**config.mk**
```make
export PLATFORM = sky130hd
export DESIGN_NAME = tibu_blend
export DESIGN_NICKNAME = d
export VERILOG_FILES = /design/src/rtl/core/tibu_pkg.sv /design/src/rtl/core/tibu_blend.sv
export SDC_FILE = /design/constraint.sdc
export NUM_CORES = 1
export LEC_CHECK = 0
export BUFFER_PORTS_ARGS = -buffer_cell sky130_fd_sc_hd__buf_4
export CAP_MARGIN = 40
export CELL_PAD_IN_SITES_DETAIL_PLACEMENT = 2
export CELL_PAD_IN_SITES_GLOBAL_PLACEMENT = 2
export CORE_MARGIN = 2
export CORE_UTILIZATION = 37
export DETAILED_ROUTE_END_ITERATION = 12
export PLACE_DENSITY_LB_ADDON = 0.3
export SLEW_MARGIN = 20
export SYNTH_ARGS = -nofsm -noshare
export SYNTH_HDL_FRONTEND = slang
export SYNTH_SLANG_ARGS = --single-unit
```
**constraint.sdc**
```tcl
create_clock -name clk -period 6.1 [get_ports clk]
set_input_delay 0.915 -clock clk [delete_from_list [all_inputs] [get_ports clk]]
set_output_delay 0.915 -clock clk [all_outputs]
set_load 0.05 [all_outputs]
```
**src/rtl/core/tibu_pkg.sv**
```systemverilog
// Shared types and constants for the tiled icon bilinear upscaler.
package tibu_pkg;

	localparam logic [1:0] KIND_BITMAP  = 2'd0;
	localparam logic [1:0] KIND_PALETTE = 2'd1;
	localparam logic [1:0] KIND_PIXEL   = 2'd2;

	localparam logic [5:0] DEST_LAST = 6'd47;
	localparam logic [4:0] SRC_LAST  = 5'd31;

	// floor(s/3) = (s*171) >> 9 for s <= 94
	localparam logic [7:0] RECIP3 = 8'd171;
	// floor(v/9) = (v*57) >> 9 for v <= 279
	localparam logic [5:0] RECIP9 = 6'd57;

	// four neighbors, order: (x0,y0) (x1,y0) (x0,y1) (x1,y1)
	typedef logic [3:0][3:0]  nbr_idx_t;
	typedef logic [3:0][14:0] nbr_color_t;

	typedef struct packed {
		logic       wr_en;
		logic [8:0] wr_addr;
		logic [7:0] wr_data;
		logic [4:0] x0;
		logic [4:0] x1;
		logic [4:0] y0;
		logic [4:0] y1;
	} bm_cmd_t;

	typedef struct packed {
		logic        wr_en;
		logic [3:0]  wr_addr;
		logic [14:0] wr_data;
	} pal_wr_t;

endpackage

```
**src/rtl/core/tibu_blend.sv**
```systemverilog
// Bilinear weighting in ninths, divide by nine, widen channels to bytes.
module tibu_blend import tibu_pkg::*; (
	input  logic       clk,
	input  logic       en_sum,
	input  logic       en_out,
	input  nbr_color_t color,
	input  logic [1:0] fx,
	input  logic [1:0] fy,
	output logic [7:0] blue_byte,
	output logic [7:0] green_byte,
	output logic [7:0] red_byte
);

	logic [1:0]      ax, ay;
	logic [3:0][3:0] w;
	logic [8:0]      r_sum, g_sum, b_sum;
	logic [8:0]      r_sum_s4, g_sum_s4, b_sum_s4;
	logic [13:0]     r_prod, g_prod, b_prod;
	logic [4:0]      r_q, g_q, b_q;

	always_comb begin
		ax   = 2'd3 - fx;
		ay   = 2'd3 - fy;
		w[0] = {2'b0, ax} * {2'b0, ay};
		w[1] = {2'b0, fx} * {2'b0, ay};
		w[2] = {2'b0, ax} * {2'b0, fy};
		w[3] = {2'b0, fx} * {2'b0, fy};
		r_sum = '0;
		g_sum = '0;
		b_sum = '0;
		for (int k = 0; k < 4; k++) begin
			r_sum = r_sum + {4'b0, color[k][4:0]}   * {5'b0, w[k]};
			g_sum = g_sum + {4'b0, color[k][9:5]}   * {5'b0, w[k]};
			b_sum = b_sum + {4'b0, color[k][14:10]} * {5'b0, w[k]};
		end
	end

	always_ff @(posedge clk) begin
		if (en_sum) begin
			r_sum_s4 <= r_sum;
			g_sum_s4 <= g_sum;
			b_sum_s4 <= b_sum;
		end
	end

	always_comb begin
		r_prod = {5'b0, r_sum_s4} * {8'b0, RECIP9};
		g_prod = {5'b0, g_sum_s4} * {8'b0, RECIP9};
		b_prod = {5'b0, b_sum_s4} * {8'b0, RECIP9};
		r_q    = r_prod[13:9];
		g_q    = g_prod[13:9];
		b_q    = b_prod[13:9];
	end

	always_ff @(posedge clk) begin
		if (en_out) begin
			blue_byte  <= {b_q, 3'b000};
			green_byte <= {g_q, g_q[4], 2'b00};
			red_byte   <= {r_q, 3'b000};
		end
	end

endmodule
```
======== Word-level counts from Yosys, hierarchy flattened ========
Index checks and enable logic that the tools add are counted.
word-level totals
  register bits after elaboration ......... 43
  bits in latches ......................... 0
  bits in writable memories ............... 0
  ROM bits ................................ 0
  bits of input ports ..................... 67
  word-level logic and storage cells ...... 36
  memories ................................ 0
operators by class
  add/subtract/negate cells ............... 11
  multiply operators ...................... 19
  div/mod/pow operators ................... 0
  magnitude comparators ................... 0
  equality and inequality tests ........... 0
  shifts and indexed selects .............. 0
  muxes and demuxes ....................... 0
  bitwise operators ....................... 0
  reductions and logical operators ........ 0
operators by type and width
  operator              number
  $mul 5x4->9           12
  $add 9x9->9           9
  $mul 9x6->14 const B  3
  $mul 2x2->4           4
  $sub 2x2->2 const A   2

======== Longest topological paths before layout ========
Gate-level depths: netlist (run 1).
  depth in word-level cells ............... 6
  gate-level depth with buffers ........... 24
  depth with buffers taken out ............ 22

======== Least setup slack after synthesis (run 1) ========
Ideal clock, no wire load.
  path kind ............................... input port to flip-flop
  start point ............................. input port fy[0]
  end point ............................... register g_sum_s4[8], data pin
  setup time .............................. 260 ps
  data arrival time ....................... 6376 ps
  path slack .............................. -536 ps
  cell stages on the path ................. 23
  cell sequence ........................... clkbuf_1 > clkbuf_1 > and2_1 > ha_1 > ha_1 > clkbuf_1 > and2_1 > fa_1 > inv_1 > fa_1 > inv_1 > fa_1 > fa_1 > fa_1 > inv_1 > fa_1 > inv_1 > ha_1 > a21oi_1 > nor2_1 > nor2_1 > o21ai_0 > xnor2_1
on the way
  longest elaborated chain between the ends .. 6
ends and longest elaborated chain
  element                         RTL line                            text
  from (decl)                     tibu_blend.sv:8                     input logic [1:0] fy,
  $sub 2x2->2                     tibu_blend.sv:23                    ay = 2'd3 - fy;
  $mul 2x2->4 (on tied branches)  tibu_blend.sv:24, tibu_blend.sv:25
  $mul 5x4->9                     tibu_blend.sv:33                    g_sum = g_sum + {4'b0, color[k][9:5]} * {5'b0, w[k]};
  $add 9x9->9 (2 in a row)        tibu_blend.sv:33
  $add 9x9->9 *                   tibu_blend.sv:33
  net g_sum[8]                    tibu_blend.sv:16                    logic [8:0] r_sum, g_sum, b_sum;
  to (signal assigned)            tibu_blend.sv:41                    g_sum_s4 <= g_sum;
  to (decl)                       tibu_blend.sv:17                    logic [8:0] r_sum_s4, g_sum_s4, b_sum_s4;
Mark *: on every way through the listed nets, which the timed path passes. The rest lies on a longest branch.
A chain may end at the register's enable or synchronous reset.

======== Final worst setup path (run 1) ========
  start point ............................. input port fx[1]
  end point ............................... register g_sum_s4[8], data pin
on the way
  longest elaborated chain between the ends .. 6
ends and longest elaborated chain
  element                   RTL line          text
  from (decl)               tibu_blend.sv:7   input logic [1:0] fx,
  $sub 2x2->2               tibu_blend.sv:22  ax = 2'd3 - fx;
  $mul 2x2->4               tibu_blend.sv:24  w[0] = {2'b0, ax} * {2'b0, ay};
  $mul 5x4->9               tibu_blend.sv:33
  $add 9x9->9 (2 in a row)  tibu_blend.sv:33
  $add 9x9->9 *             tibu_blend.sv:33
  net g_sum[8]              tibu_blend.sv:16
Marks and branches as above.

==> results of run 1 <==
-- layer usage --
| metal | vias to the layer above | routed length [um] | global-route usage, % |
|---|---|---|---|
| met3 | 23 | 573 | 0.980 |
| met4 | 0 | 337 | 3.21 |
| met5 | - | 0 | 0 |
| met1 | 4000 | 13100 | 25.6 |
| li1 | 3615 | - | - |
| met2 | 103 | 15400 | 37.5 |
-- metrics by stage --
step / total power [W] / setup WS, ns / cell area (um^2)
final: 0.00791 / 0.216 / 12800
after global routing: 0.00894 / 0.0150 / 12800
after CTS: 0.00807 / 0.171 / 12800
after detailed placement: 0.00762 / -0.132 / 12700
after global placement: 0.00713 / 0.0372 / 12700
after floorplan: 0.00569 / -0.00316 / 11400
-- registers in the layout (all words and copies together) (netlist names) --
| signal | cells |
|---|---|
| red_byte | 5 |
| r_sum_s4 | 9 |
| g_sum_s4 | 9 |
| b_sum_s4 | 9 |
| green_byte | 5 |
| blue_byte | 5 |
-- synthesized netlist by cell type (6+ instances only) --
cell type,count
nor2b_1,8
and3_1,12
nor3_1,7
nand3_1,6
a21o_1,6
clkbuf_1,19
a21oi_1,17
xor2_1,11
and2_1,139
nor2_1,20
ha_1,176
xnor2_1,41
o21ai_0,10
fa_1,213
nand2_1,94
edfxtp_1,42
buf_4,9
inv_1,272
-- worst max-delay path: stages --
cell,delay (ns)
buf_4,0.14
buf_4,0.14
and2_1,0.17
ha_4,0.31
and2_1,0.19
fa_1,0.53
inv_1,0.06
fa_1,0.56
inv_1,0.07
fa_1,0.53
fa_2,0.46
fa_1,0.49
ha_1,0.34
fa_2,0.41
a21oi_2,0.14
nor2_1,0.05
nor2_1,0.16
o21ai_1,0.10
xnor2_1,0.14
-- cell type report --
type                            count  area (um^2)
Sequential cell                    42         1260
Clock buffer                        5          125
Tap cell                          390          488
Clock inverter                      3         40.0
Timing Repair Buffer              123          973
Fill cell                        3192        16900
Multi-Input combinational cell    791         8930
Inverter                          272         1020
-- cells by family (layout without fill, tap and decap cells) --
family / after synthesis / after routing
buffers and inverters: 300 / 403
adder cells (fa/ha/maj): 389 / 389
flip-flops: 42 / 42
XOR/XNOR: 52 / 52
other: 1 / 8
AND/OR/NAND/NOR: 294 / 294
AO/OA/AOI/OAI: 48 / 48
-- power by group through the flow --
stage	Clock, W	Combinational (W)	Sequential, W
3_3_place_gp	0	0.00612	0.00101
6_report	0.000307	0.00660	0.00101
2_1_floorplan	0	0.00454	0.00115
4_1_cts	0.000317	0.00673	0.00102
5_1_grt	0.000324	0.00757	0.00104
3_5_place_dp	0	0.00660	0.00103
-- worst paths after layout --
| path | cells after the start | slack, ns | endpoint | from |
|---|---|---|---|---|
| worst min-delay path | 1 | 1.0 | blue_byte[7] | en_out |
| worst min register to register | 3 | 1.01 | red_byte[7] | r_sum_s4[8] |
| worst max register to register | 9 | 2.53 | blue_byte[7] | b_sum_s4[3] |
| worst max-delay path | 19 | 0.22 | g_sum_s4[8] | fx[1] |
==> impl_metrics.py, run 1 <==
metrics = {
    "sta": {
        "relSlewSlack_pct": 63.2,
        "hold_violations": 0,
        "grt_setup_unrepaired": "no",
        "tns_ns": 0,
        "setup_violations": 0,
        "drv_slew": 0,
        "whs_ns": 0.996,
        "period_share_pct": 96.5,
        "worstMarginPinSlew_ns": 0.550,
        "fmax_mhz": 170,
        "fin_crit_ns": 5.88,
        "skew_ns": 0.00491,
    },
    "route": {
        "drt-initial-drc-count": 198,
        "drt-wirelength-per-cell_um": 18.0,
        "finalWirelength_um": 29300,
        "viasPerCell": 4.76,
        "via_count": 7741,
        "antenna_left": 0,
        "drtPass1Iterations": 4,
        "drc": 0,
    },
    "min_path": {
        "min_path_type": "in -> reg",
    },
    "pwr": {
        "p_sw_share_pct": 49.0,
        "power.leakage_nw": 6.48,
        "powerDensity_nw_per_um2": 617,
        "p_sw_w": 0.00387,
        "p_seq_share_pct": 12.8,
        "vdd_ir_drop_max_mv": 0.376,
        "clkPwrFrac_pct": 3.9,
        "combPwrFrac_pct": 83.4,
        "p_int_w": 0.00404,
    },
    "critical_path": {
        "crit_fanout": 12,
        "end_kind": "register",
        "criticalPathCategory": "in -> reg",
        "critPathLaunchType": "primary input",
        "arrival_ns": 5.92,
        "crit_required_ns": 6.14,
    },
    "yosys": {
        "yosys_register_bits": 42,
        "synth.yosys.seq_area_share_pct": 11.3,
        "synth.distinct_cells": 33,
        "synth_edf_count": 42,
        "netlist_top_cells_area": "fa_1 (38%), ha_1 (20%), edfxtp_1 (11%)",
        "synthAdderAreaFrac_pct": 57.7,
        "synth_cells": 1126,
        "synth_compound_area_share_pct": 2.79,
        "synthArstFlopShare_pct": 0,
        "synth_area_um2": 11200,
        "synth_top_family_by_area": "adder cells",
        "ys_warn_count": 0,
        "synth_flop_cell": "edfxtp_1",
        "synth_mux_area_share_pct": 0,
        "synth-xor-area-share_pct": 4.07,
        "synth_top_area_share_pct": 38.1,
        "syn_area_per_cell_um2": 9.95,
        "synth_area_leader_cell": "fa_1",
        "yosys.area_share.simple_pct": 13.7,
    },
    "floorplanning": {
        "core_um2": 29700,
        "die_h_um": 178,
        "io_pins": 91,
        "num_rows": 63,
        "die_width_um": 178,
        "dieArea_um2": 31700,
        "start_util_pct": 37.7,
    },
    "place": {
        "dpl.hpwl_um": 26700,
        "gp_congestion": 0.796,
        "dpl.cell_count": 1617,
        "io_buffers": 82,
    },
    "clock_network": {
        "ctsHoldBuffers": 0,
        "clock_sinks": 42,
        "htreeDepth": 2,
        "clkTransAtPathRegs_ns": 0.06,
        "clockBufferDepth": 2,
        "root_buffer": "clkbuf_16",
        "cts_buffers": 5,
        "cts_tree": "built",
        "clock_latency_ns": 0.29,
        "post_cts_buffers": 0,
        "cts.repair.resized": 0,
    },
    "finish": {
        "area_growth_pct": 14.6,
        "final_cells": 1626,
        "final_common_cell": "inv_1",
        "layout_common_cells": "inv_1 (271), fa_1 (211), ha_1 (167)",
        "drive_above_1_share_pct": 12.1,
        "antenna_cells": 0,
        "post-route-util_pct": 43.2,
        "nets": 1691,
    },
    "global_routing": {
        "grt_max_degree": 28,
        "track_usage_pct": 19.9,
        "antenna_found_initial": 0,
        "grt-ovfl-total": 0,
        "grt_pass1_vias": 9221,
        "grt_pass1_wl_um": 48700,
    },
    "flow_run": {
        "maxCapViolCount": 0,
    },
    "status": {
        "status": "finished clean",
    },
}
Power figures use the tool's default switching activity.
==> run 2, diff against run 1 <==
--- a/config.mk
+++ b/config.mk
@@ -10,7 +10,7 @@
 export CELL_PAD_IN_SITES_DETAIL_PLACEMENT = 2
 export CELL_PAD_IN_SITES_GLOBAL_PLACEMENT = 2
 export CORE_MARGIN = 2
-export CORE_UTILIZATION = 37
+export CORE_UTILIZATION = 41
 export DETAILED_ROUTE_END_ITERATION = 12
 export PLACE_DENSITY_LB_ADDON = 0.3
 export SLEW_MARGIN = 20
==> constraint.sdc (replaced) <==
create_clock -name clk -period 5.5 [get_ports clk]
set_input_delay 0.825 -clock clk [delete_from_list [all_inputs] [get_ports clk]]
set_output_delay 0.825 -clock clk [all_outputs]
set_load 0.01 [all_outputs]
==> impl_metrics.py, run 2 (synthesis gave the netlist of run 1 again) <==
metrics = {
    "critical_path": {
        "critPathLaunchType": "primary input",
        "cpLargestDelayFamily": "adder cells",
        "crit_path_cell_trace": "buf_12 -> and2_4 -> ha_4 -> ha_4 -> and2_1 -> fa_1 -> inv_1 -> fa_2 -> inv_1 -> fa_1 -> fa_2 -> fa_1 -> inv_1 -> fa_1 -> inv_2 -> ha_4 -> a21oi_2 -> o21bai_1 -> a21oi_1 -> xnor2_1",
        "crit_top_cell": "fa_1",
        "crit_fanout": 8,
        "criticalPathCategory": "in -> reg",
        "crit_required_ns": 5.53,
        "arrival_ns": 5.97,
        "slowest_delay_ns": 0.58,
        "crit_buf_inv": 5,
        "crit_path_top_delay_cell": "fa_2",
        "end_kind": "register",
    },
    "finish": {
        "final_area_um2": 13700,
        "area_growth_pct": 22.7,
        "nets": 1748,
        "final_common_cell": "inv_1",
        "layout_common_cells": "inv_1 (254), fa_1 (184), buf_4 (159)",
        "reg.largest.list": "b_sum_s4 (9), g_sum_s4 (9), r_sum_s4 (9)",
        "drive_above_1_share_pct": 23.6,
    },
    "place": {
        "io_buffers": 82,
        "gp_congestion": 0.805,
        "dpl.hpwl_um": 29200,
        "place_area_um2": 12700,
    },
    "pwr": {
        "p_int_w": 0.00510,
        "power.leakage_nw": 6.83,
        "combPwrFrac_pct": 85.2,
        "p_sw_share_pct": 48.5,
        "powerDensity_nw_per_um2": 720,
        "clkPwrFrac_pct": 3.4,
        "vdd_ir_drop_max_mv": 0.385,
        "p_sw_w": 0.00480,
        "p_seq_share_pct": 11.4,
    },
    "min_path": {
        "min_path_type": "in -> reg",
    },
    "flow_run": {
        "maxCapViolCount": 0,
    },
    "global_routing": {
        "grt_pass1_vias": 10600,
        "grt_max_degree": 28,
        "antenna_found_initial": 0,
        "track_usage_pct": 28.9,
        "grt-ovfl-total": 0,
        "grt_pass1_wl_um": 61600,
    },
    "clock_network": {
        "cts_tree": "built",
        "htreeDepth": 2,
        "clockBufferDepth": 2,
        "ctsHoldBuffers": 0,
        "clkTransAtPathRegs_ns": 0.06,
        "root_buffer": "clkbuf_16",
        "clock_latency_ns": 0.29,
        "cts_buffers": 5,
        "clock_sinks": 42,
    },
    "route": {
        "via_count": 8605,
        "drc": 0,
        "viasPerCell": 5.27,
        "drtPass1Iterations": 5,
        "drt-initial-drc-count": 343,
        "finalWirelength_um": 42200,
        "antenna_left": 0,
        "drt-wirelength-per-cell_um": 25.8,
    },
    "sta": {
        "period_share_pct": 108,
        "drv_slew": 0,
        "fmax_mhz": 168,
        "fin_crit_ns": 5.94,
        "timing.final.ws_setup_ns": -0.439,
        "hold_violations": 0,
        "tns_ns": -4.00,
        "setup_violations": 15,
        "grt_setup_unrepaired": "yes",
        "skew_ns": 0.0129,
    },
    "status": {
        "violations": "setup timing",
        "status": "finished with violations",
    },
    "floorplanning": {
        "die_h_um": 169,
        "num_rows": 60,
        "dieArea_um2": 28700,
        "die_width_um": 169,
        "io_pins": 91,
        "core_um2": 26900,
        "start_util_pct": 41.7,
    },
}
## run 2: cell types whose count changed in the layout (fill, tap and decap cells not counted), sizes merged
cell    delta
diode      +1
clkinv     -1
buf       +57
## run 2: per-stage QoR
step / total power [W] / instances / worst slack [ns] / hold slack (ns) / utilization [%]
2_1_floorplan: 0.00620 / 1133 / -0.432 / 0.865 / -
3_3_place_gp: 0.00785 / 1587 / -0.495 / 1.03 / 47.4
3_5_place_dp: 0.00866 / 1587 / -0.723 / 1.08 / 47.4
4_1_cts: 0.00942 / 1627 / -0.214 / 0.911 / 50.2
5_1_grt: 0.0109 / 1633 / -0.546 / 0.915 / 51.1
6_report: 0.00990 / 1634 / -0.439 / 0.905 / 51.1
## run 2: worst paths after layout
kind                            cells after the start  slack [ns]        start             to
worst max-delay path                               20       -0.44        fy[1]    g_sum_s4[7]
worst min-delay path                                1        0.90       en_out   blue_byte[5]
worst max register to register                      9        1.76  b_sum_s4[3]   blue_byte[7]
worst min register to register                      4        1.09  g_sum_s4[0]  green_byte[3]
## run 2: layout make-up
| class | count | area [um^2] |
|---|---|---|
| timing repair buffer | 180 | 1490 |
| sequential | 42 | 1260 |
| multi-input combinational | 791 | 9380 |
| fill | 2767 | 13100 |
| tap | 341 | 427 |
| clock buffer | 5 | 125 |
| clock inverter | 2 | 33.8 |
| antenna | 1 | 2.50 |
| inverter | 272 | 1020 |
## run 2: metal layers
metal | global-route usage, % | up-vias | wire length, um
met2 | 55.3 | 256 | 23200
met5 | 0 | - | 0
met1 | 32.2 | 4514 | 15800
li1 | - | 3727 | -
met3 | 3.17 | 108 | 1400
met4 | 12.5 | 0 | 1860
## run 2: what timing repair did
item                                    CTS  global route
setup buffers                            35             8
endpoints found under the setup margin   14            15
pin swaps                                52            43
cloned                                    0             0
resized for setup                        87            48
## run 2: power groups by stage
| stage | clock network [W] | registers, W | logic (W) |
|---|---|---|---|
| 2_1_floorplan | 0 | 0.00110 | 0.00509 |
| 5_1_grt | 0.000354 | 0.00116 | 0.00940 |
| 4_1_cts | 0.000340 | 0.00114 | 0.00794 |
| 6_report | 0.000337 | 0.00113 | 0.00843 |
| 3_5_place_dp | 0 | 0.00114 | 0.00752 |
| 3_3_place_gp | 0 | 0.00112 | 0.00673 |
